$ cat src/rtl/psch_pkg.sv
// Shared types and field widths of the preemptive priority scheduler.
package psch_pkg;

  localparam int SLOT_W    = 3;
  localparam int ARRIVAL_W = 16;
  localparam int BURST_W   = 16;
  localparam int PRIO_W    = 8;
  localparam int OUT_W     = 16;

  localparam logic [OUT_W-1:0] OUT_MAX = '1;

  typedef enum logic [0:0] {
    ACT_LOAD = 1'b0,
    ACT_TICK = 1'b1
  } action_e;

endpackage

$ cat src/rtl/psch_select.sv
// Registered-free compare tree: lowest priority number among eligible slots.
module psch_select
  import psch_pkg::*;
#(
  parameter int SLOTS = 8
) (
  input  logic [SLOTS-1:0]           elig_i,
  input  logic [PRIO_W-1:0]          prio_i [SLOTS],
  output logic                       found_o,
  output logic [$clog2(SLOTS)-1:0]   idx_o,
  output logic [PRIO_W-1:0]          prio_o
);

  localparam int IDX_W  = $clog2(SLOTS);
  localparam int LEAVES = 1 << IDX_W;

  logic              node_found [2*LEAVES];
  logic [IDX_W-1:0]  node_idx   [2*LEAVES];
  logic [PRIO_W-1:0] node_prio  [2*LEAVES];

  always_comb begin
    node_found[0] = 1'b0;
    node_idx[0]   = '0;
    node_prio[0]  = '0;
    // Leaves: one per slot, padding leaves never win.
    for (int i = 0; i < LEAVES; i++) begin
      if (i < SLOTS) begin
        node_found[LEAVES+i] = elig_i[i];
        node_prio[LEAVES+i]  = prio_i[i];
      end else begin
        node_found[LEAVES+i] = 1'b0;
        node_prio[LEAVES+i]  = '0;
      end
      node_idx[LEAVES+i] = IDX_W'(i);
    end
    // Merge pairs; the left child holds lower indexes, so it wins ties.
    for (int n = LEAVES - 1; n >= 1; n--) begin
      if (node_found[2*n+1] &&
          (!node_found[2*n] || node_prio[2*n+1] < node_prio[2*n])) begin
        node_found[n] = 1'b1;
        node_idx[n]   = node_idx[2*n+1];
        node_prio[n]  = node_prio[2*n+1];
      end else begin
        node_found[n] = node_found[2*n];
        node_idx[n]   = node_idx[2*n];
        node_prio[n]  = node_prio[2*n];
      end
    end
  end

  assign found_o = node_found[1];
  assign idx_o   = node_idx[1];
  assign prio_o  = node_prio[1];

endmodule

$ cat src/rtl/preemptive_priority_scheduler.sv
// Top level of the preemptive priority scheduler with its slot table.
//
// Usage:
//   A word is accepted at a rising edge with start_i high and busy_o low.
//   busy_o is always low, so one word can enter on every cycle.
//   action_i = ACT_LOAD writes slot_i with arrival_i, burst_i and
//   priority_req_i and sets its remaining work to burst_i; no result.
//   action_i = ACT_TICK runs one time unit and yields exactly one result.
//   Results appear on the result ports for one cycle with strobe_o high;
//   the receiver cannot hold them off.
// Pipeline and throughput:
//   A tick word's result passes through the input register, then the result
//   register, before it reaches the ports. One word per cycle sustained; the
//   state update of each word completes before the next word is evaluated.
// Selection:
//   A compare tree over all slots picks the lowest priority number among
//   slots that have arrived and have work left; the running slot keeps the
//   unit on a tie, otherwise the lowest index wins.
// Reset:
//   rst_ni clears the time, the remaining work of every slot and the
//   running-slot marker; the block accepts words as soon as reset is released.
module preemptive_priority_scheduler
  import psch_pkg::*;
#(
  parameter int SLOTS     = 8,
  parameter int TIME_BITS = 16
) (
  input  logic                 clk_i,
  input  logic                 rst_ni,
  input  logic                 start_i,
  output logic                 busy_o,
  input  logic                 action_i,
  input  logic [SLOT_W-1:0]    slot_i,
  input  logic [ARRIVAL_W-1:0] arrival_i,
  input  logic [BURST_W-1:0]   burst_i,
  input  logic [PRIO_W-1:0]    priority_req_i,
  output logic                 strobe_o,
  output logic                 idle_o,
  output logic [SLOT_W-1:0]    running_o,
  output logic                 finished_o,
  output logic [OUT_W-1:0]     completion_time_o,
  output logic [OUT_W-1:0]     waiting_time_o,
  output logic [OUT_W-1:0]     turnaround_time_o
);

  localparam int IDX_W = $clog2(SLOTS);
  localparam int CMP_W = (TIME_BITS > OUT_W) ? TIME_BITS : OUT_W;
  localparam int EXT_W = (IDX_W > SLOT_W) ? IDX_W : SLOT_W;

  // Input register
  logic                 in_valid_q;
  action_e              in_action_q;
  logic [SLOT_W-1:0]    in_slot_q;
  logic [ARRIVAL_W-1:0] in_arrival_q;
  logic [BURST_W-1:0]   in_burst_q;
  logic [PRIO_W-1:0]    in_prio_q;

  // Slot table and scheduler state
  logic [ARRIVAL_W-1:0] arrival_q   [SLOTS];
  logic [BURST_W-1:0]   burst_q     [SLOTS];
  logic [BURST_W-1:0]   remaining_q [SLOTS];
  logic [PRIO_W-1:0]    prio_q      [SLOTS];
  logic [IDX_W-1:0]     cur_slot_q, cur_slot_d;
  logic                 cur_valid_q, cur_valid_d;
  logic [TIME_BITS-1:0] now_q, now_d;

  // Result register
  logic                 strobe_q;
  logic                 idle_q;
  logic [SLOT_W-1:0]    running_q;
  logic                 finished_q;
  logic [OUT_W-1:0]     completion_q;
  logic [OUT_W-1:0]     waiting_q;
  logic [OUT_W-1:0]     turnaround_q;

  logic                 accept;
  logic                 load_en, tick_en, run_en;
  logic [EXT_W-1:0]     slot_ext;
  logic [IDX_W-1:0]     load_idx;
  logic                 load_ok;
  logic [SLOTS-1:0]     elig;
  logic                 sel_found;
  logic [IDX_W-1:0]     sel_idx;
  logic [PRIO_W-1:0]    sel_prio;
  logic [IDX_W-1:0]     pick;
  logic [EXT_W-1:0]     pick_ext;
  logic [BURST_W-1:0]   rem_dec;
  logic [CMP_W-1:0]     done_w, arr_w, burst_w, tat_w, wait_w;
  logic [OUT_W-1:0]     tat_sat, wait_sat, completion_sat;

  assign busy_o = 1'b0;
  assign accept = start_i && !busy_o;

  // Capture each accepted word
  always_ff @(posedge clk_i or negedge rst_ni) begin
    if (!rst_ni) begin
      in_valid_q <= 1'b0;
    end else begin
      in_valid_q <= accept;
    end
  end

  always_ff @(posedge clk_i) begin
    if (accept) begin
      in_action_q  <= action_e'(action_i);
      in_slot_q    <= slot_i;
      in_arrival_q <= arrival_i;
      in_burst_q   <= burst_i;
      in_prio_q    <= priority_req_i;
    end
  end

  // Load decode: drop writes to slots past the table
  assign slot_ext = EXT_W'(in_slot_q);
  assign load_idx = slot_ext[IDX_W-1:0];
  assign load_ok  = {1'b0, slot_ext} < (EXT_W + 1)'(SLOTS);
  assign load_en  = in_valid_q && (in_action_q == ACT_LOAD) && load_ok;
  assign tick_en  = in_valid_q && (in_action_q == ACT_TICK);

  // Eligible: work left and already arrived
  always_comb begin
    for (int i = 0; i < SLOTS; i++) begin
      elig[i] = (remaining_q[i] != '0) &&
                (CMP_W'(arrival_q[i]) <= CMP_W'(now_q));
    end
  end

  psch_select #(
    .SLOTS (SLOTS)
  ) u_select (
    .elig_i  (elig),
    .prio_i  (prio_q),
    .found_o (sel_found),
    .idx_o   (sel_idx),
    .prio_o  (sel_prio)
  );

  // The running slot holds the unit when it ties the best priority
  always_comb begin
    if (sel_found && cur_valid_q && elig[cur_slot_q] && (prio_q[cur_slot_q] == sel_prio)) begin
      pick = cur_slot_q;
    end else begin
      pick = sel_idx;
    end
  end

  assign run_en   = tick_en && sel_found;
  assign rem_dec  = remaining_q[pick] - BURST_W'(1);
  assign pick_ext = EXT_W'(pick);

  // Advance time, saturating at the top
  assign now_d = (now_q == '1) ? now_q : now_q + TIME_BITS'(1);

  // Completion statistics, all against the time after this tick
  assign done_w  = CMP_W'(now_d);
  assign arr_w   = CMP_W'(arrival_q[pick]);
  assign burst_w = CMP_W'(burst_q[pick]);
  assign tat_w   = done_w - arr_w;
  assign wait_w  = tat_w - burst_w;

  assign completion_sat = (done_w > CMP_W'(OUT_MAX)) ? OUT_MAX : done_w[OUT_W-1:0];
  assign tat_sat  = (done_w < arr_w) ? '0 :
                    (tat_w > CMP_W'(OUT_MAX)) ? OUT_MAX : tat_w[OUT_W-1:0];
  assign wait_sat = ((done_w < arr_w) || (tat_w < burst_w)) ? '0 :
                    (wait_w > CMP_W'(OUT_MAX)) ? OUT_MAX : wait_w[OUT_W-1:0];

  always_comb begin
    cur_slot_d  = cur_slot_q;
    cur_valid_d = cur_valid_q;
    if (load_en) begin
      // A reloaded running slot loses its tie advantage
      if (cur_valid_q && (cur_slot_q == load_idx)) begin
        cur_valid_d = 1'b0;
      end
    end else if (tick_en) begin
      if (sel_found) begin
        cur_slot_d  = pick;
        cur_valid_d = (rem_dec != '0);
      end else begin
        cur_valid_d = 1'b0;
      end
    end
  end

  // Table payload
  always_ff @(posedge clk_i) begin
    if (load_en) begin
      arrival_q[load_idx] <= in_arrival_q;
      burst_q[load_idx]   <= in_burst_q;
      prio_q[load_idx]    <= in_prio_q;
    end
  end

  // Remaining work doubles as the slot's occupied flag
  always_ff @(posedge clk_i or negedge rst_ni) begin
    if (!rst_ni) begin
      for (int i = 0; i < SLOTS; i++) begin
        remaining_q[i] <= '0;
      end
    end else if (load_en) begin
      remaining_q[load_idx] <= in_burst_q;
    end else if (run_en) begin
      remaining_q[pick] <= rem_dec;
    end
  end

  always_ff @(posedge clk_i or negedge rst_ni) begin
    if (!rst_ni) begin
      cur_slot_q  <= '0;
      cur_valid_q <= 1'b0;
      now_q       <= '0;
      strobe_q    <= 1'b0;
    end else begin
      cur_slot_q  <= cur_slot_d;
      cur_valid_q <= cur_valid_d;
      if (tick_en) begin
        now_q <= now_d;
      end
      strobe_q <= tick_en;
    end
  end

  // Result register
  always_ff @(posedge clk_i) begin
    if (tick_en) begin
      idle_q       <= !sel_found;
      running_q    <= sel_found ? pick_ext[SLOT_W-1:0] : '0;
      finished_q   <= sel_found && (rem_dec == '0);
      completion_q <= completion_sat;
      waiting_q    <= (sel_found && (rem_dec == '0)) ? wait_sat : '0;
      turnaround_q <= (sel_found && (rem_dec == '0)) ? tat_sat : '0;
    end
  end

  assign strobe_o          = strobe_q;
  assign idle_o            = idle_q;
  assign running_o         = running_q;
  assign finished_o        = finished_q;
  assign completion_time_o = completion_q;
  assign waiting_time_o    = waiting_q;
  assign turnaround_time_o = turnaround_q;

endmodule

$ cat config.mk
export PLATFORM = sky130hd
export DESIGN_NAME = preemptive_priority_scheduler
export DESIGN_NICKNAME = d
export VERILOG_FILES = /design/src/rtl/psch_pkg.sv /design/src/rtl/psch_select.sv /design/src/rtl/preemptive_priority_scheduler.sv
export SDC_FILE = /design/constraint.sdc
export NUM_CORES = 1
export LEC_CHECK = 0
export ABC_AREA = 1
export BUFFER_PORTS_ARGS = -buffer_cell sky130_fd_sc_hd__buf_2
export CAP_MARGIN = 5
export CORE_MARGIN = 1.5
export CORE_UTILIZATION = 51
export DETAILED_ROUTE_END_ITERATION = 7
export PLACE_DENSITY = 0.67
export SYNTH_ARGS = -nofsm -noshare
export SYNTH_HDL_FRONTEND = slang
export SYNTH_HIERARCHICAL = 1
export SYNTH_SLANG_ARGS = --single-unit
export TNS_END_PERCENT = 50
$ cat constraint.sdc
create_clock -name clk_i -period 11.9 [get_ports clk_i]
set_clock_uncertainty 0.2 [all_clocks]
set_input_delay 0 -clock clk_i [delete_from_list [all_inputs] [get_ports clk_i]]
set_output_delay 0 -clock clk_i [all_outputs]
set_load 0.01 [all_outputs]
[After elaboration in Yosys (flattened, before gate mapping)]
Memories as Yosys holds them, arrays and structs flattened.
Index checks and enable logic that the tools add are counted.
Cells by class
  mux-type cells: 50
  add/sub/neg operators: 4
  reduce and logical (&&, ||, !) cells: 57
  order comparisons: 26
  bitwise logic cells: 6
  equality and inequality tests: 4
Operator list (count)
  $bwmux 128: 2
  $mux 128: 2
  $reduce_bool 16->1: 9
  $le 16x16->1: 8
  $mux 16: 7
  $demux 16 s3: 2
  $mux 8: 10
  $bwmux 64: 1
  $lt 8x8->1: 7
  $bmux 16 s3: 1
  $gt 16x16->1 const B: 3
  $lt 16x16->1: 2
  $sub 16x16->16: 2
  $logic_and 1x1->1: 25
  $bmux 8 s3: 1
  $demux 8 s3: 1
  $mux 1: 18
  $add 16x1->16 const B: 1
  $eq 16x16->1 const B: 1
  $logic_not 16->1: 1
  $sub 16x1->16 const B: 1
  $ge 4x4->1 const B: 3
  $not 3->4: 3
  $eq 8x8->1: 1
  other kinds (14): 35
Word-level totals
  memories: 2
  output and inout bits: 55
  input port bits: 47
  flip-flop bits (word level): 311
  word-level logic and storage cells: 181
  RAM bits: 256
Memories
  arrival_q: depth 8, width 16, read ports 9, clocked after memory_dff 0, write ports 1, RTL line preemptive_priority_scheduler.sv:59  | logic [ARRIVAL_W-1:0] arrival_q [SLOTS];
  burst_q: depth 8, width 16, read ports 1, clocked after memory_dff 0, write ports 1, RTL line preemptive_priority_scheduler.sv:60  | logic [BURST_W-1:0] burst_q [SLOTS];

[Depth between registers and ports, before layout]
An unclocked memory read counts as a cell.
  word-level depth: 28
  depth in mapped cells: 86

[Hierarchy]
Netlist, hierarchy kept.
By module, submodules not included
  preemptive_priority_scheduler: cells each 3117, times used 1, area each 29577.1 um2
  psch_select: cells each 388, times used 1, area each 2050.7 um2

[Least setup slack after synthesis]
Ideal clock, no wire load.
  path kind: flip-flop to flip-flop
  start point: register now_q[9]
  end point: register waiting_q[6], in the netlist waiting_time_o[6], data pin
  path slack: 1.255 ns
  data required time: 11.440 ns
  cell stages (with the launch flop): 76
  clock period less this slack: 10.645 ns
  library setup time: 0.260 ns
  arrival: 10.185 ns
  path buffers: 9
  path through: dfrtp_1 > inv_1 > ha_1 > nand2_1 > inv_1 > o21ai_0 > a21oi_1 > nor2_1 > nand2_1 > a21boi_0 > nand2_2 > nand2_2 > clkbuf_1 > nor2_1 > a21oi_1 > ha_1 > a21oi_1 > nor2_1 > [40 not listed] > a21oi_1 > o21bai_1 > nand2_1 > nand2_1 > a21oi_1 > o21ai_0 > a21oi_1 > o21bai_1 > xor2_1 > inv_1 > ha_1 > nand2_1 > nor2_1 > a211oi_1 > nand3_1 > nand4_4 > buf_6 > nor2_4
RTL lines
  start: declaration: RTL line preemptive_priority_scheduler.sv:65  | logic [TIME_BITS-1:0] now_q, now_d;
  start signal: assignment: RTL line preemptive_priority_scheduler.sv:217  | now_q <= now_d;
  $le 16x16->1 *: RTL line preemptive_priority_scheduler.sv:124  | (CMP_W'(arrival_q[i]) <= CMP_W'(now_q));
  $logic_and 1x1->1 *: RTL line preemptive_priority_scheduler.sv:123  | elig[i] = (remaining_q[i] != '0) &&
  via elig[2]: RTL line preemptive_priority_scheduler.sv:81  | logic [SLOTS-1:0] elig;
  $logic_not 1->1: RTL line psch_select.sv:39  | (!node_found[2*n] || node_prio[2*n+1] < node_prio[2*n])) begin
  $logic_or 1x1->1: RTL line psch_select.sv:39
  $logic_and 1x1->1: RTL line psch_select.sv:38  | if (node_found[2*n+1] &&
  $mux 8: RTL line psch_select.sv:38
  $lt 8x8->1: RTL line psch_select.sv:39
  [7 not listed]
  via sel_prio[3]: RTL line preemptive_priority_scheduler.sv:84  | logic [PRIO_W-1:0] sel_prio;
  [1 not listed]
  $logic_and 1x1->1 *: RTL line preemptive_priority_scheduler.sv:140  | if (sel_found && cur_valid_q && elig[cur_slot_q] && (prio_q[cur_slot_q] == sel_prio)) begin
  $mux 3 *: RTL line preemptive_priority_scheduler.sv:140
  $mem_v2 8x16 *
  $sub 16x16->16 *: RTL line preemptive_priority_scheduler.sv:158  | assign tat_w = done_w - arr_w;
  via tat_w[15]: RTL line preemptive_priority_scheduler.sv:88  | logic [CMP_W-1:0] done_w, arr_w, burst_w, tat_w, wait_w;
  $sub 16x16->16 or $lt 16x16->1 (tied branches): RTL line preemptive_priority_scheduler.sv:159, preemptive_priority_scheduler.sv:164
  $gt 16x16->1 or $logic_or 1x1->1 (tied branches): RTL line preemptive_priority_scheduler.sv:165, preemptive_priority_scheduler.sv:164
  $mux 16 or $reduce_or 2->1 (tied branches)
  end signal: assignment: RTL line preemptive_priority_scheduler.sv:230  | waiting_q <= (sel_found && (rem_dec == '0)) ? wait_sat : '0;
  end: declaration: RTL line preemptive_priority_scheduler.sv:73  | logic [OUT_W-1:0] waiting_q;
Mark *: on every way through the listed nets, which the timed path passes. The rest lies on a longest branch. The select of a mux whose other input is x is not followed.
A chain may end at the register's enable or synchronous reset.

[Final worst setup path]
  start point: register now_q[9]
  end point: register waiting_q[6], in the netlist waiting_time_o[6], data pin
RTL lines (RTL line)
  $le 16x16->1 *: preemptive_priority_scheduler.sv:124
  $logic_and 1x1->1 *: preemptive_priority_scheduler.sv:123
  via elig[0]: preemptive_priority_scheduler.sv:81
  $logic_not 1->1: psch_select.sv:39
  $logic_or 1x1->1: psch_select.sv:39
  $logic_and 1x1->1: psch_select.sv:38
  $mux 8 or $mux 1 (tied branches): psch_select.sv:38
  $lt 8x8->1 or $logic_not 1->1 (tied branches): psch_select.sv:39
  [7 not listed]
  via sel_prio[7]: preemptive_priority_scheduler.sv:84
  [1 not listed]
  $logic_and 1x1->1 *: preemptive_priority_scheduler.sv:140
  $mux 3 *: preemptive_priority_scheduler.sv:140
  $mem_v2 8x16 *
  $sub 16x16->16 *: preemptive_priority_scheduler.sv:158
  via tat_w[15]: preemptive_priority_scheduler.sv:88
  $sub 16x16->16 or $lt 16x16->1 (tied branches): preemptive_priority_scheduler.sv:159, preemptive_priority_scheduler.sv:164
  $gt 16x16->1 or $logic_or 1x1->1 (tied branches): preemptive_priority_scheduler.sv:165, preemptive_priority_scheduler.sv:164
  $mux 16 or $reduce_or 2->1 (tied branches)
Marks and branches as above.

==> report_table.html <==
<table>
<tr><th>Metric</th><th>Value</th></tr>
<tr><th colspan="2">Timing</th></tr>
<tr><td>Max frequency</td><td>approximately 90 MHz</td></tr>
<tr><td>Pins over their slew limit</td><td>0</td></tr>
<tr><td>Minimum hold slack</td><td>255 ps</td></tr>
<tr><td>Post-route setup slack</td><td>around 760 ps</td></tr>
<tr><td>Worst slew margin relative to its limit</td><td>0.0837</td></tr>
<tr><td>Post-layout minimum cycle time</td><td>about 11000 ps</td></tr>
<tr><td>Final setup fails</td><td>0</td></tr>
<tr><td>Accumulated negative setup slack</td><td>0 ps</td></tr>
<tr><td>Period utilization</td><td>0.936</td></tr>
<tr><td>Pin slew with the least headroom to its limit</td><td>1360 ps</td></tr>
<tr><td>Hold violation count in the final report</td><td>0</td></tr>
<tr><th colspan="2">Routing</th></tr>
<tr><td>Routed vias</td><td>roughly 26000</td></tr>
<tr><td>Iteration count of the initial detailed-routing pass</td><td>6</td></tr>
<tr><td>Starting DRC count in detailed routing</td><td>roughly 2600</td></tr>
<tr><td>Average routed wire per standard cell</td><td>around 21 um</td></tr>
<tr><td>Antenna Violating Nets Remaining</td><td>0</td></tr>
<tr><td>Ratio of routed vias to standard cells</td><td>5.71</td></tr>
<tr><td>Detailed Route WL</td><td>between 90000 and 100000 um</td></tr>
<tr><td>DRC violations left</td><td>0</td></tr>
<tr><th colspan="2">Layout</th></tr>
<tr><td>Fraction of the core area covered by cells at the end of the flow</td><td>0.590</td></tr>
<tr><td>Total area of sequential cells</td><td>16300 um2</td></tr>
<tr><td>NumNets Final</td><td>approximately 4000</td></tr>
<tr><td>Area added between synthesis and finish</td><td>14.7%</td></tr>
<tr><td>Multi-input gate area in the final layout</td><td>13400 um2</td></tr>
<tr><td>Post-route standard cell area excluding fillers</td><td>around 36000 um2</td></tr>
<tr><td>Fraction of final layout cells sized beyond drive strength 1</td><td>0.108</td></tr>
<tr><td>Final standard cell count with taps included and fillers excluded</td><td>4546</td></tr>
<tr><td>Antenna diode instance count</td><td>0</td></tr>
<tr><td>Fill count</td><td>5331</td></tr>
<tr><th colspan="2">Clock tree</th></tr>
<tr><td>Clock transition at the register clock pins on the worst setup and hold paths after CTS</td><td>around 60 ps</td></tr>
<tr><td>Source-to-sink clock delay at the later pin of the worst-skew pair</td><td>around 700 ps</td></tr>
<tr><td>Num Clock Sinks</td><td>approximately 570</td></tr>
<tr><td>Clock tree from TritonCTS</td><td>done</td></tr>
<tr><td>Master cell of the clock root buffer</td><td>clkbuf_16</td></tr>
<tr><td>Total number of H-tree levels</td><td>2</td></tr>
<tr><td>Max Buffers Root-to-Sink</td><td>3</td></tr>
<tr><td>Total clock buffers created by CTS</td><td>between 60 and 70</td></tr>
<tr><th colspan="2">Setup path</th></tr>
<tr><td>Worst EP arrival</td><td>approximately 11000 ps</td></tr>
<tr><td>Critical path startpoint category</td><td>flip-flop</td></tr>
<tr><td>Crit-path slowest cell</td><td>dfrtp_1</td></tr>
<tr><td>Largest fanout on the critical path</td><td>16</td></tr>
<tr><td>Critical Path Max Stage Delay</td><td>around 450 ps</td></tr>
<tr><td>Sort of element at the end of the critical path</td><td>flip-flop</td></tr>
<tr><td>Data required, critical path</td><td>~12000 ps</td></tr>
<tr><td>Most used cell along the critical path</td><td>nand2_1</td></tr>
<tr><td>Worst Path Class, Setup</td><td>flip-flop to flip-flop</td></tr>
<tr><th colspan="2">Place</th></tr>
<tr><td>Area after DPL</td><td>32800 um2</td></tr>
<tr><td>Detailed placement HPWL</td><td>roughly 63000 um</td></tr>
<tr><td>Placer congestion estimate</td><td>approximately 0.95</td></tr>
<tr><td>Port Buffers</td><td>100</td></tr>
<tr><td>Worst slack at placement</td><td>about 250 ps</td></tr>
<tr><td>Number of cells in the design after placement</td><td>4295</td></tr>
<tr><th colspan="2">Die</th></tr>
<tr><td>Number of I/O pins</td><td>between 100 and 150</td></tr>
<tr><td>Standard-cell row count</td><td>91</td></tr>
<tr><td>X dimension of the die</td><td>approximately 250 um</td></tr>
<tr><td>Area of the die</td><td>around 64000 um2</td></tr>
<tr><td>Vert. Die Dim</td><td>~250 um</td></tr>
<tr><td>Initial Utilization</td><td>0.514</td></tr>
<tr><td>Placeable Area</td><td>61500 um2</td></tr>
<tr><th colspan="2">Power and ir drop</th></tr>
<tr><td>Total power density per cell area</td><td>~200 nW/um2</td></tr>
<tr><td>Pleak</td><td>roughly 15 nW</td></tr>
<tr><td>Worst vdd ir</td><td>between 0.15 and 0.2 mV</td></tr>
<tr><td>Total power draw</td><td>a little over 7 mW</td></tr>
<tr><th colspan="2">Status</th></tr>
<tr><td>Run status</td><td>finished, final reports clean</td></tr>
<tr><th colspan="2">Synthesis</th></tr>
<tr><td>Flop and latch count out of synthesis</td><td>roughly 570</td></tr>
<tr><td>Post-synth EDFFs</td><td>about 420</td></tr>
<tr><td>Share of flip-flops with an asynchronous set or reset</td><td>0.265</td></tr>
<tr><td>Dominant register cell in the synthesized netlist</td><td>edfxtp_1</td></tr>
<tr><td>Library cells used by synthesis</td><td>55</td></tr>
<tr><td>Syn Area/Cell</td><td>approximately 9.0 um2</td></tr>
<tr><td>Number of instances in the synthesized netlist</td><td>roughly 3500</td></tr>
<tr><td>Number of synthesis warnings</td><td>6</td></tr>
<tr><td>Synthesized netlist net count</td><td>3765</td></tr>
<tr><td>Sequential-to-total area share from yosys stat</td><td>0.515</td></tr>
<tr><td>Combined area of all synthesized cells</td><td>about 32000 um2</td></tr>
<tr><th colspan="2">Global route</th></tr>
<tr><td>Grt ovf</td><td>0</td></tr>
<tr><td>Largest net degree at the start of global routing</td><td>83</td></tr>
<tr><td>Wire length of the first global-routing pass</td><td>approximately 140000 um</td></tr>
<tr><td>Via count of the first global-routing pass</td><td>around 24000</td></tr>
<tr><td>Global-route usage over all layers</td><td>0.291</td></tr>
<tr><td>Number of antenna violations at the first check in global routing</td><td>1</td></tr>
<tr><th colspan="2">Worst hold path</th></tr>
<tr><td>Hold WC Path Type</td><td>input port to asynchronous set/reset pin</td></tr>
<tr><th colspan="2">Job</th></tr>
<tr><td>Max-cap viol count</td><td>0</td></tr>
</table>
placed cells by master (no fill, tap or decap), types with 72 or more instances in the layout:
| cell type | count |
|---|---|
| dfrtp_1 | 149 |
| buf_4 | 77 |
| buf_2 | 99 |
| inv_1 | 359 |
| ha_1 | 210 |
| a22oi_1 | 72 |
| o21ai_0 | 198 |
| dlygate4sd3_1 | 91 |
| a21oi_1 | 206 |
| nand2_1 | 808 |
| nor2_1 | 355 |
| edfxtp_1 | 417 |
| nand3_1 | 160 |
cells in the mapped netlist, types with 3 or more instances:
cell | n | share of area
o21ai_0 | 207 | 0.033
o21a_1 | 8 | 0.0019
a21oi_1 | 210 | 0.033
xnor2_1 | 7 | 0.0019
buf_1 | 20 | 0.0024
edfxtp_1 | 417 | 0.40
o211ai_1 | 3 | 0.00071
xor2_1 | 30 | 0.0083
nand3_1 | 160 | 0.025
buf_4 | 9 | 0.0021
buf_6 | 15 | 0.0053
nand2_4 | 3 | 0.0011
nor4_1 | 28 | 0.0055
a22oi_1 | 72 | 0.017
a211oi_1 | 7 | 0.0017
nand4_1 | 35 | 0.0069
a21boi_0 | 4 | 0.00095
nand3b_1 | 9 | 0.0021
and2_1 | 5 | 0.00099
nand2_1 | 810 | 0.096
o22ai_1 | 61 | 0.012
inv_1 | 376 | 0.045
inv_2 | 3 | 0.00036
o21ai_1 | 18 | 0.0028
o21bai_1 | 7 | 0.0017
buf_2 | 15 | 0.0024
a21o_1 | 3 | 0.00071
clkbuf_1 | 82 | 0.0097
nor2_2 | 29 | 0.0057
ha_1 | 211 | 0.083
a31oi_1 | 47 | 0.0093
nor3_1 | 18 | 0.0028
nor2_1 | 357 | 0.042
nand2_2 | 20 | 0.0040
nor2_4 | 21 | 0.0075
dfrtp_1 | 150 | 0.12
or2_2 | 5 | 0.00099
path summary, 6_finish.rpt:
path                                  from  slack [ps]  cells after the start                 to
max                               now_q[9]         760                     72  waiting_time_o[6]
min reg2reg                remaining_q[48]         320                      2    remaining_q[48]
min in group clk_i         remaining_q[48]         320                      2    remaining_q[48]
max in group asynchronous           rst_ni        9850                      5         in_valid_q
max reg2reg                       now_q[9]         760                     72  waiting_time_o[6]
min                                 rst_ni         260                      4           now_q[6]
area by class of cell:
type                    instances  share of cell area
repair buffers                273              0.0580
flip-flops and latches        567               0.449
multi-input cells            2420               0.370
inverters                     380              0.0402
clock inverters                32              0.0104
well taps                     790              0.0273
clock buffers                  82              0.0454
repair inverters                2            0.000345
logic make-up after synthesis:
family | synth area share
compound gates | 0.118
xor+xnor | 0.0102
fa+ha+maj | 0.0847
buf+inv | 0.0674
flops | 0.515
other cells | 0.000119
simple gates | 0.205
sequential cells by signal (all words and copies together), names as in the netlist, 3 cells and up:
name / cells
now_q: 16
in_slot_q: 3
in_burst_q: 16
arrival_q: 128
in_arrival_q: 16
completion_time_o: 16
running_o: 3
in_prio_q: 8
prio_q: 64
turnaround_time_o: 16
waiting_time_o: 16
remaining_q: 128
burst_q: 128
cur_slot_q: 3
report_power, final:
part / switching, mW / internal [mW] / leakage [nW]
Clock: 0.836 / 1.09 / 0.961
Sequential: 0.225 / 2.42 / 5.66
Combinational: 1.77 / 0.879 / 8.70
per-layer routing:
layer  track usage  vias to the layer above  share of wire
li1              -                    12300              -
met1         0.409                    12400           0.43
met2         0.452                     1086           0.45
met4         0.108                        2          0.037
met3        0.0516                      189          0.082
met5        0.0116                        -         0.0010
critical path, delay by kind of cell (launching register included):
| family | cells | cell delay, ps |
|---|---|---|
| compound gates | 19 | 3140 |
| fa+ha+maj | 5 | 1660 |
| xor+xnor | 1 | 300 |
| flops | 1 | 450 |
| buf+inv | 8 | 1180 |
| simple gates | 39 | 3970 |
timing repair:
item | in CTS | in global routing
hold endpoints to repair | 190 | 0
setup endpoints to repair | 0 | 32
setup buffers | 0 | 39
resized for setup | 0 | 42
hold buffers | 92 | 0
Power figures use the tool's default switching activity.
